===== src/hdl/two_range_trilateration_top_macros.svh =====
`ifndef TWO_RANGE_TRILATERATION_TOP_MACROS_SVH
`define TWO_RANGE_TRILATERATION_TOP_MACROS_SVH
// Implication checked on every rising edge of clk, switched off during rst.
`define TRT_ASSERT_IMPL(lbl, ante, cons, msg) \
  lbl: assert property (@(posedge clk) disable iff (rst) (ante) |-> (cons)) else $error(msg);
// Condition that must never be seen on a rising edge of clk outside of rst.
`define TRT_ASSERT_NEVER(lbl, cond, msg) \
  lbl: assert property (@(posedge clk) disable iff (rst) !(cond)) else $error(msg);
`endif


===== src/hdl/trt_pkg.sv =====
`timescale 1ns / 1ps
package trt_pkg;
  // Width of every length.
  localparam int LEN_BITS = 16;
  // Width of the squared sums and the numerator of x.
  localparam int NUM_BITS = 2 * LEN_BITS + 1;
  // Front end 3, divider LEN_BITS, remainder 2, root LEN_BITS, output 1.
  localparam int LATENCY = 2 * LEN_BITS + 6;

  // Carried alongside the divider.
  typedef struct packed {
    logic                    ok;
    logic                    neg;
    logic [2*LEN_BITS-1:0]   bsq;
  } trt_side_t;

  // Carried alongside the square root.
  typedef struct packed {
    logic                ok;
    logic                neg;
    logic [LEN_BITS-1:0] mag;
  } trt_xs_t;
endpackage


===== src/hdl/trt_front.sv =====
`timescale 1ns / 1ps
module trt_front (
  input  logic                              clk,
  input  logic                              rst,
  input  logic                              in_valid,
  input  logic [trt_pkg::LEN_BITS-1:0]      a,
  input  logic [trt_pkg::LEN_BITS-1:0]      b,
  input  logic [trt_pkg::LEN_BITS-1:0]      c,
  output logic                              out_valid,
  output logic [trt_pkg::NUM_BITS-1:0]      num,
  output logic [trt_pkg::LEN_BITS:0]        div,
  output trt_pkg::trt_side_t                side
);
  import trt_pkg::*;

  localparam int LB = LEN_BITS;

  logic              v1, v2;
  logic [LB-1:0]     a1, b1, c1;
  logic              ok1, ok2;
  logic [2*LB-1:0]   asq2, bsq2, csq2;
  logic [LB-1:0]     c2;
  logic [LB:0]       sab, sac, sbc;
  logic              ok_next;
  logic [NUM_BITS-1:0] pos, asq_ext;

  // Strict triangle inequalities on the raw lengths.
  always_comb begin
    sab = {1'b0, a} + {1'b0, b};
    sac = {1'b0, a} + {1'b0, c};
    sbc = {1'b0, b} + {1'b0, c};
    ok_next = (sab > {1'b0, c}) && (sac > {1'b0, b}) && (sbc > {1'b0, a});
  end

  // Valid bits of the three front stages.
  always_ff @(posedge clk) begin
    if (rst) begin
      v1 <= 1'b0;
      v2 <= 1'b0;
      out_valid <= 1'b0;
    end else begin
      v1 <= in_valid;
      v2 <= v1;
      out_valid <= v2;
    end
  end

  // Stage one captures the item, stage two forms the squares.
  always_ff @(posedge clk) begin
    a1   <= a;
    b1   <= b;
    c1   <= c;
    ok1  <= ok_next;
    asq2 <= a1 * a1;
    bsq2 <= b1 * b1;
    csq2 <= c1 * c1;
    c2   <= c1;
    ok2  <= ok1;
  end

  // Stage three forms |b^2 + c^2 - a^2| with its sign and the divisor 2c.
  always_comb begin
    pos     = {1'b0, bsq2} + {1'b0, csq2};
    asq_ext = {1'b0, asq2};
  end

  always_ff @(posedge clk) begin
    if (pos >= asq_ext) begin
      num      <= pos - asq_ext;
      side.neg <= 1'b0;
    end else begin
      num      <= asq_ext - pos;
      side.neg <= 1'b1;
    end
    div      <= {c2, 1'b0};
    side.ok  <= ok2;
    side.bsq <= bsq2;
  end
endmodule


===== src/hdl/trt_div.sv =====
`timescale 1ns / 1ps
module trt_div (
  input  logic                              clk,
  input  logic                              rst,
  input  logic                              in_valid,
  input  logic [trt_pkg::NUM_BITS-1:0]      num,
  input  logic [trt_pkg::LEN_BITS:0]        div,
  input  trt_pkg::trt_side_t                in_side,
  output logic                              out_valid,
  output logic [trt_pkg::LEN_BITS-1:0]      quot,
  output trt_pkg::trt_side_t                out_side
);
  import trt_pkg::*;

  localparam int LB = LEN_BITS;

  // Slot 0 is the incoming item, slot k holds it after k quotient bits.
  logic          vld  [0:LB];
  logic [LB:0]   rem  [0:LB];
  logic [LB-1:0] low  [0:LB];
  logic [LB-1:0] qt   [0:LB];
  logic [LB:0]   dv   [0:LB];
  trt_side_t     sd   [0:LB];

  // For a valid triangle the quotient fits LB bits, so the top bits of the
  // numerator are already below the divisor.
  always_comb begin
    vld[0] = in_valid;
    rem[0] = num[NUM_BITS-1:LB];
    low[0] = num[LB-1:0];
    qt[0]  = '0;
    dv[0]  = div;
    sd[0]  = in_side;
  end

  // One restoring step per stage.
  for (genvar k = 0; k < LB; k++) begin : g_step
    logic [LB+1:0] trial;
    logic [LB+1:0] diff;
    logic          take;

    always_comb begin
      trial = {rem[k], low[k][LB-1]};
      diff  = trial - {1'b0, dv[k]};
      take  = trial >= {1'b0, dv[k]};
    end

    always_ff @(posedge clk) begin
      if (rst) begin
        vld[k+1] <= 1'b0;
      end else begin
        vld[k+1] <= vld[k];
      end
    end

    always_ff @(posedge clk) begin
      if (take) begin
        rem[k+1] <= diff[LB:0];
      end else begin
        rem[k+1] <= trial[LB:0];
      end
      low[k+1] <= {low[k][LB-2:0], 1'b0};
      qt[k+1]  <= {qt[k][LB-2:0], take};
      dv[k+1]  <= dv[k];
      sd[k+1]  <= sd[k];
    end
  end

  assign out_valid = vld[LB];
  assign quot      = qt[LB];
  assign out_side  = sd[LB];
endmodule


===== src/hdl/trt_rem.sv =====
`timescale 1ns / 1ps
module trt_rem (
  input  logic                              clk,
  input  logic                              rst,
  input  logic                              in_valid,
  input  logic [trt_pkg::LEN_BITS-1:0]      mag,
  input  trt_pkg::trt_side_t                in_side,
  output logic                              out_valid,
  output logic [2*trt_pkg::LEN_BITS-1:0]    rad,
  output trt_pkg::trt_xs_t                  out_xs
);
  import trt_pkg::*;

  localparam int LB = LEN_BITS;

  logic            v1;
  logic [2*LB-1:0] msq1, bsq1;
  trt_xs_t         xs1;

  always_ff @(posedge clk) begin
    if (rst) begin
      v1 <= 1'b0;
      out_valid <= 1'b0;
    end else begin
      v1 <= in_valid;
      out_valid <= v1;
    end
  end

  // Square x, then take it from b^2; |x| < b keeps the difference positive.
  always_ff @(posedge clk) begin
    msq1   <= mag * mag;
    bsq1   <= in_side.bsq;
    xs1    <= '{ok: in_side.ok, neg: in_side.neg, mag: mag};
    rad    <= bsq1 - msq1;
    out_xs <= xs1;
  end
endmodule


===== src/hdl/trt_sqrt.sv =====
`timescale 1ns / 1ps
module trt_sqrt (
  input  logic                              clk,
  input  logic                              rst,
  input  logic                              in_valid,
  input  logic [2*trt_pkg::LEN_BITS-1:0]    rad,
  input  trt_pkg::trt_xs_t                  in_xs,
  output logic                              out_valid,
  output logic [trt_pkg::LEN_BITS-1:0]      root,
  output trt_pkg::trt_xs_t                  out_xs
);
  import trt_pkg::*;

  localparam int LB = LEN_BITS;

  // Slot k holds the item after k root bits.
  logic            vld [0:LB];
  logic [LB+1:0]   rm  [0:LB];
  logic [2*LB-1:0] src [0:LB];
  logic [LB-1:0]   rt  [0:LB];
  trt_xs_t         xs  [0:LB];

  always_comb begin
    vld[0] = in_valid;
    rm[0]  = '0;
    src[0] = rad;
    rt[0]  = '0;
    xs[0]  = in_xs;
  end

  // One root bit per stage from the next two radicand bits.
  for (genvar k = 0; k < LB; k++) begin : g_step
    logic [LB+3:0] trial;
    logic [LB+3:0] test;
    logic [LB+3:0] diff;
    logic          take;

    always_comb begin
      trial = {rm[k], src[k][2*LB-1:2*LB-2]};
      test  = {2'b00, rt[k], 2'b01};
      diff  = trial - test;
      take  = trial >= test;
    end

    always_ff @(posedge clk) begin
      if (rst) begin
        vld[k+1] <= 1'b0;
      end else begin
        vld[k+1] <= vld[k];
      end
    end

    always_ff @(posedge clk) begin
      if (take) begin
        rm[k+1] <= diff[LB+1:0];
      end else begin
        rm[k+1] <= trial[LB+1:0];
      end
      src[k+1] <= {src[k][2*LB-3:0], 2'b00};
      rt[k+1]  <= {rt[k][LB-2:0], take};
      xs[k+1]  <= xs[k];
    end
  end

  assign out_valid = vld[LB];
  assign root      = rt[LB];
  assign out_xs    = xs[LB];
endmodule


===== src/hdl/two_range_trilateration_top.sv =====
`timescale 1ns / 1ps
// Channel   Ports                                   Handshake
// input     range_first, range_second, baseline     start high and busy low
// result    pos_x, pos_y, valid_res                 done high for one cycle
//
// One item may enter in every cycle; busy stays low.
// Each result passes through the one-bit-per-stage divider and
// square root pipelines.
// Synchronous reset clears the valid bits; items in flight are dropped.
// The receiver cannot stall, so nothing in the pipeline ever waits.
`include "two_range_trilateration_top_macros.svh"
module two_range_trilateration_top (
  input  logic                              clk,
  input  logic                              rst,
  input  logic                              start,
  output logic                              busy,
  input  logic [trt_pkg::LEN_BITS-1:0]      range_first,
  input  logic [trt_pkg::LEN_BITS-1:0]      range_second,
  input  logic [trt_pkg::LEN_BITS-1:0]      baseline,
  output logic                              done,
  output logic signed [trt_pkg::LEN_BITS:0] pos_x,
  output logic [trt_pkg::LEN_BITS-1:0]      pos_y,
  output logic                              valid_res
);
  import trt_pkg::*;

  localparam int LB = LEN_BITS;

  logic                f_valid, d_valid, r_valid, s_valid;
  logic [NUM_BITS-1:0] f_num;
  logic [LB:0]         f_div;
  trt_side_t           f_side, d_side;
  logic [LB-1:0]       d_quot, s_root;
  logic [2*LB-1:0]     r_rad;
  trt_xs_t             r_xs, s_xs;

  assign busy = 1'b0;

  trt_front u_front (
    .clk(clk), .rst(rst), .in_valid(start),
    .a(range_first), .b(range_second), .c(baseline),
    .out_valid(f_valid), .num(f_num), .div(f_div), .side(f_side)
  );

  trt_div u_div (
    .clk(clk), .rst(rst), .in_valid(f_valid), .num(f_num), .div(f_div),
    .in_side(f_side), .out_valid(d_valid), .quot(d_quot), .out_side(d_side)
  );

  trt_rem u_rem (
    .clk(clk), .rst(rst), .in_valid(d_valid), .mag(d_quot), .in_side(d_side),
    .out_valid(r_valid), .rad(r_rad), .out_xs(r_xs)
  );

  trt_sqrt u_sqrt (
    .clk(clk), .rst(rst), .in_valid(r_valid), .rad(r_rad), .in_xs(r_xs),
    .out_valid(s_valid), .root(s_root), .out_xs(s_xs)
  );

  // Output register: apply the sign of x and zero out non-triangles.
  always_ff @(posedge clk) begin
    if (rst) begin
      done <= 1'b0;
    end else begin
      done <= s_valid;
    end
  end

  always_ff @(posedge clk) begin
    valid_res <= s_xs.ok;
    if (!s_xs.ok) begin
      pos_x <= '0;
      pos_y <= '0;
    end else begin
      pos_y <= s_root;
      if (s_xs.neg) begin
        pos_x <= -$signed({1'b0, s_xs.mag});
      end else begin
        pos_x <= $signed({1'b0, s_xs.mag});
      end
    end
  end

  `TRT_ASSERT_IMPL(a_latency, start, ##LATENCY done, "item result did not arrive on time")
  `TRT_ASSERT_IMPL(a_no_spurious, !start, ##LATENCY !done, "result without an item")
  `TRT_ASSERT_IMPL(a_invalid_zero, done && !valid_res, pos_x == 0 && pos_y == 0,
    "non-triangle result not zero")
  `TRT_ASSERT_NEVER(a_busy, busy, "busy raised")
endmodule


===== config.mk =====
export PLATFORM = sky130hd
export DESIGN_NAME = two_range_trilateration_top
export DESIGN_NICKNAME = d
export VERILOG_FILES = /design/src/hdl/trt_pkg.sv /design/src/hdl/trt_front.sv /design/src/hdl/trt_div.sv /design/src/hdl/trt_rem.sv /design/src/hdl/trt_sqrt.sv /design/src/hdl/two_range_trilateration_top.sv
export VERILOG_INCLUDE_DIRS = /design/src /design/src/hdl
export SDC_FILE = /design/constraint.sdc
export NUM_CORES = 2
export LEC_CHECK = 0
export BUFFER_PORTS_ARGS = -buffer_cell sky130_fd_sc_hd__buf_4
export CELL_PAD_IN_SITES_DETAIL_PLACEMENT = 0
export CELL_PAD_IN_SITES_GLOBAL_PLACEMENT = 1
export CORE_MARGIN = 2
export CORE_UTILIZATION = 44
export DETAILED_ROUTE_END_ITERATION = 7
export PLACE_DENSITY_LB_ADDON = 0.08
export SLEW_MARGIN = 20
export SYNTH_ARGS = -nofsm -noshare
export SYNTH_HDL_FRONTEND = slang
export SYNTH_HIERARCHICAL = 1
export SYNTH_SLANG_ARGS = --single-unit

===== constraint.sdc =====
create_clock -name clk -period 13.2 [get_ports clk]
set_clock_uncertainty 0.15 [all_clocks]
set_input_delay 1.98 -clock clk [delete_from_list [all_inputs] [get_ports clk]]
set_output_delay 1.98 -clock clk [all_outputs]
set_load 0.02 [all_outputs]

==> results.yml <==
outcome:
  status: "finished clean"
drt:
  ant_nets: 0
  wl_met3_mm: 7.55
  first_pass_iters: 5
  vias_per_cell: 4.86
  vias: 74600
  top_layer_used: "met4"
  route.met2.wl_mm: 125
  wirelength_mm: 254
  drt_iter0_markers: 3210
  drc: 0
  drt-wirelength-per-cell_um: 16.6
  wl_met1_mm: 115
sta:
  fmax_mhz: 140
  setup_viol: 0
  slew_viol_final: 0
  fin_crit_ns: 7.14
  rsz0062_at_grt: "false"
  worst_pin_slew_ns: 1.06
  fin_setup_tns_ns: 0
  final-hold-violation-count: 0
  slew_headroom: 0.288
  post-route-period-util: 0.541
min_path:
  hp-class: "register to register"
global_routing:
  overflow: 0
  grt_max_degree: 39
  antenna_found_initial: 10
  grt_pass1_vias: 77600
  grt_pass1_wl_mm: 413
  track_usage: 0.184
yosys:
  yosys-top-cells-area: "dfxtp_1, fa_1, ha_1"
  syn_avg_cell_area_sq_um: 10.5
  ys.flop_type: "dfxtp_1"
  synth_commonest_cells: "dfxtp_1, inv_1, ha_1, nand2_1, fa_1"
  async_flop_share: 0
  synth.distinct_cells: 114
  netlist_area_sq_mm: 0.120
  yosysMostFrequentCell: "dfxtp_1"
  syn_inst: 11400
  synth_edf_count: 0
  synth_warnings: 6
  yosysTopAreaCell: "dfxtp_1"
  synth_top_area_frac: 0.446
  synth-seq-cells: 2666
  synth-seq-area-share: 0.446
placed_design:
  gp_congestion: 0.851
  port_buffers: 85
  dp_hpwl_mm: 199
cts:
  cts_root_buf: "clkbuf_16"
  ctsResizeCount: 0
  cts_buffers: 282
  tritoncts: "done"
  insertion_delay_ns: 0.89
  htreeDepth: 5
  clockBufferDepth: 4
  clkSinkCount: 2666
  holdBufCountCts: 0
  post_cts_buffers: 0
  clkTransAtPathRegs_ns: 0.06
cells_and_area:
  multiInputGateArea_sq_mm: 0.0583
  fill_cells: 24800
  seqCellArea_sq_mm: 0.0534
  syn_to_final_growth_pct: 11.5
  nNetsFinal: 13300
  drive_gt1_frac: 0.0730
die:
  die_w_um: 525
  die-area_sq_mm: 0.276
  rows: 191
  initial_core_util: 0.442
  coreArea_sq_mm: 0.271
  boundaryPins: 87
  die_h_um: 525
worst_setup_path:
  cp.required_ns: 13.83
  crit_path_end_kind: "register"
  crit_type: "register to register"
  arrival_ns: 7.77
  crit_path_max_fanout: 17
  start_kind: "register"
job:
  maxCapViolCount: 0
routing by layer:
metal	vias to the layer above	GRT usage
li1	37600	-
met1	35600	0.232
met2	1056	0.328
met3	386	0.0205
met4	0	0.0579
met5	-	0
logic make-up (layout without fill, tap and decap cells):
group                      after synthesis  in the layout  share of synthesized area
AOI/OAI and AO/OA                     1929           1929                      0.105
xor gates and xnor gates               667            667                     0.0488
adders and majority gates             1731           1731                      0.223
buffers and inverters                 2021           2363                     0.0666
DFF                                   2666           2666                      0.446
muxes                                  219            219                     0.0203
other                                    3             10                  0.0000941
and+or+nand+nor                       2199           2199                     0.0901
through the flow:
step / cells / instance area (sq um) / setup slack (ns) / hold WS, ns / utilization
after CTS: 15300 / 133000 / 6.06 / 0.119 / 0.493
after global placement: 14800 / 124000 / 5.93 / 0.160 / 0.457
after global routing: 15400 / 133000 / 5.56 / 0.133 / 0.493
after detailed placement: 14800 / 124000 / 6.05 / 0.162 / 0.457
final: 15400 / 133000 / 6.06 / 0.133 / 0.493
after floorplan: 11400 / 120000 / 6.80 / 0.160 / -
sequential cells by signal, summed over array words and instances, names as in the netlist, 32 cells and up:
signal               flops
u_div/out_side          34
u_div/sd               510
u_rem/rad               32
u_rem/bsq1              32
u_div/qt               120
u_sqrt/g_step.test     120
u_front/side            33
u_div/dv               255
u_sqrt/xs              270
u_div/g_step.trial     270
u_div/low              105
u_front/num             33
u_sqrt/src             210
u_sqrt/g_step.trial    280
path summary, 6_finish.rpt:
check / slack (ns) / cells past startpoint / startpoint / to
setup / recovery: 6.06 / 23 / u_front/b1[5] / u_front/bsq2[29]
hold / removal: 0.13 / 0 / u_div/sd[50] / u_div/out_side[16]
hold reg to reg: 0.13 / 0 / u_div/sd[50] / u_div/out_side[16]
setup reg to reg: 6.06 / 23 / u_front/b1[5] / u_front/bsq2[29]
critical path: stages (launching register included):
cell	delay, ns
dfxtp_1	0.80
and2_1	0.27
inv_1	0.07
fa_1	0.50
inv_1	0.06
fa_1	0.50
inv_1	0.05
fa_1	0.48
inv_1	0.06
fa_1	0.52
fa_1	0.60
inv_1	0.07
fa_1	0.53
inv_1	0.04
ha_1	0.35
a21o_1	0.19
a21oi_1	0.13
o21ai_0	0.11
a22o_1	0.24
o41a_1	0.41
a31o_2	0.29
a41oi_1	0.30
nor2_1	0.09
a311oi_1	0.24
cell type report:
type	instances	area share
antenna	6	0.000113
clock buffer	373	0.0593
clock inverter	135	0.0139
inverter	1742	0.0491
multi-input combinational	6749	0.438
sequential	2666	0.400
tap	3570	0.0335
timing repair buffer	113	0.00639
placed cells by master (no fill, tap or decap), types with 22 or more instances in the layout:
| master | count |
|---|---|
| nand4_1 | 88 |
| a31o_2 | 22 |
| a21boi_0 | 26 |
| nor4_1 | 36 |
| a211o_1 | 27 |
| o21ai_0 | 403 |
| clkbuf_8 | 42 |
| xnor2_1 | 401 |
| clkinv_2 | 49 |
| o31ai_1 | 32 |
| nor2_1 | 464 |
| and2_1 | 240 |
| nand2_1 | 710 |
| inv_1 | 1740 |
| or3_1 | 49 |
| a31oi_1 | 62 |
| nand2b_1 | 96 |
| ha_1 | 1058 |
| and3_1 | 47 |
| mux2_2 | 154 |
| fa_1 | 673 |
| nor2b_1 | 121 |
| xor2_1 | 266 |
| nor3_1 | 118 |
| nand3_1 | 114 |
| mux2i_1 | 50 |
| a21oi_1 | 569 |
| clkbuf_1 | 45 |
| bufinv_16 | 27 |
| dfxtp_1 | 2666 |
| o21bai_1 | 84 |
| buf_4 | 112 |
| o21a_1 | 98 |
| o211ai_1 | 42 |
| clkbuf_16 | 286 |
| a211oi_1 | 64 |
| or2_2 | 36 |
| a21o_1 | 253 |
Power is left out: the tool's default activity adds up to more than one toggle a clock period on the data nets, which glitch-free logic cannot reach.
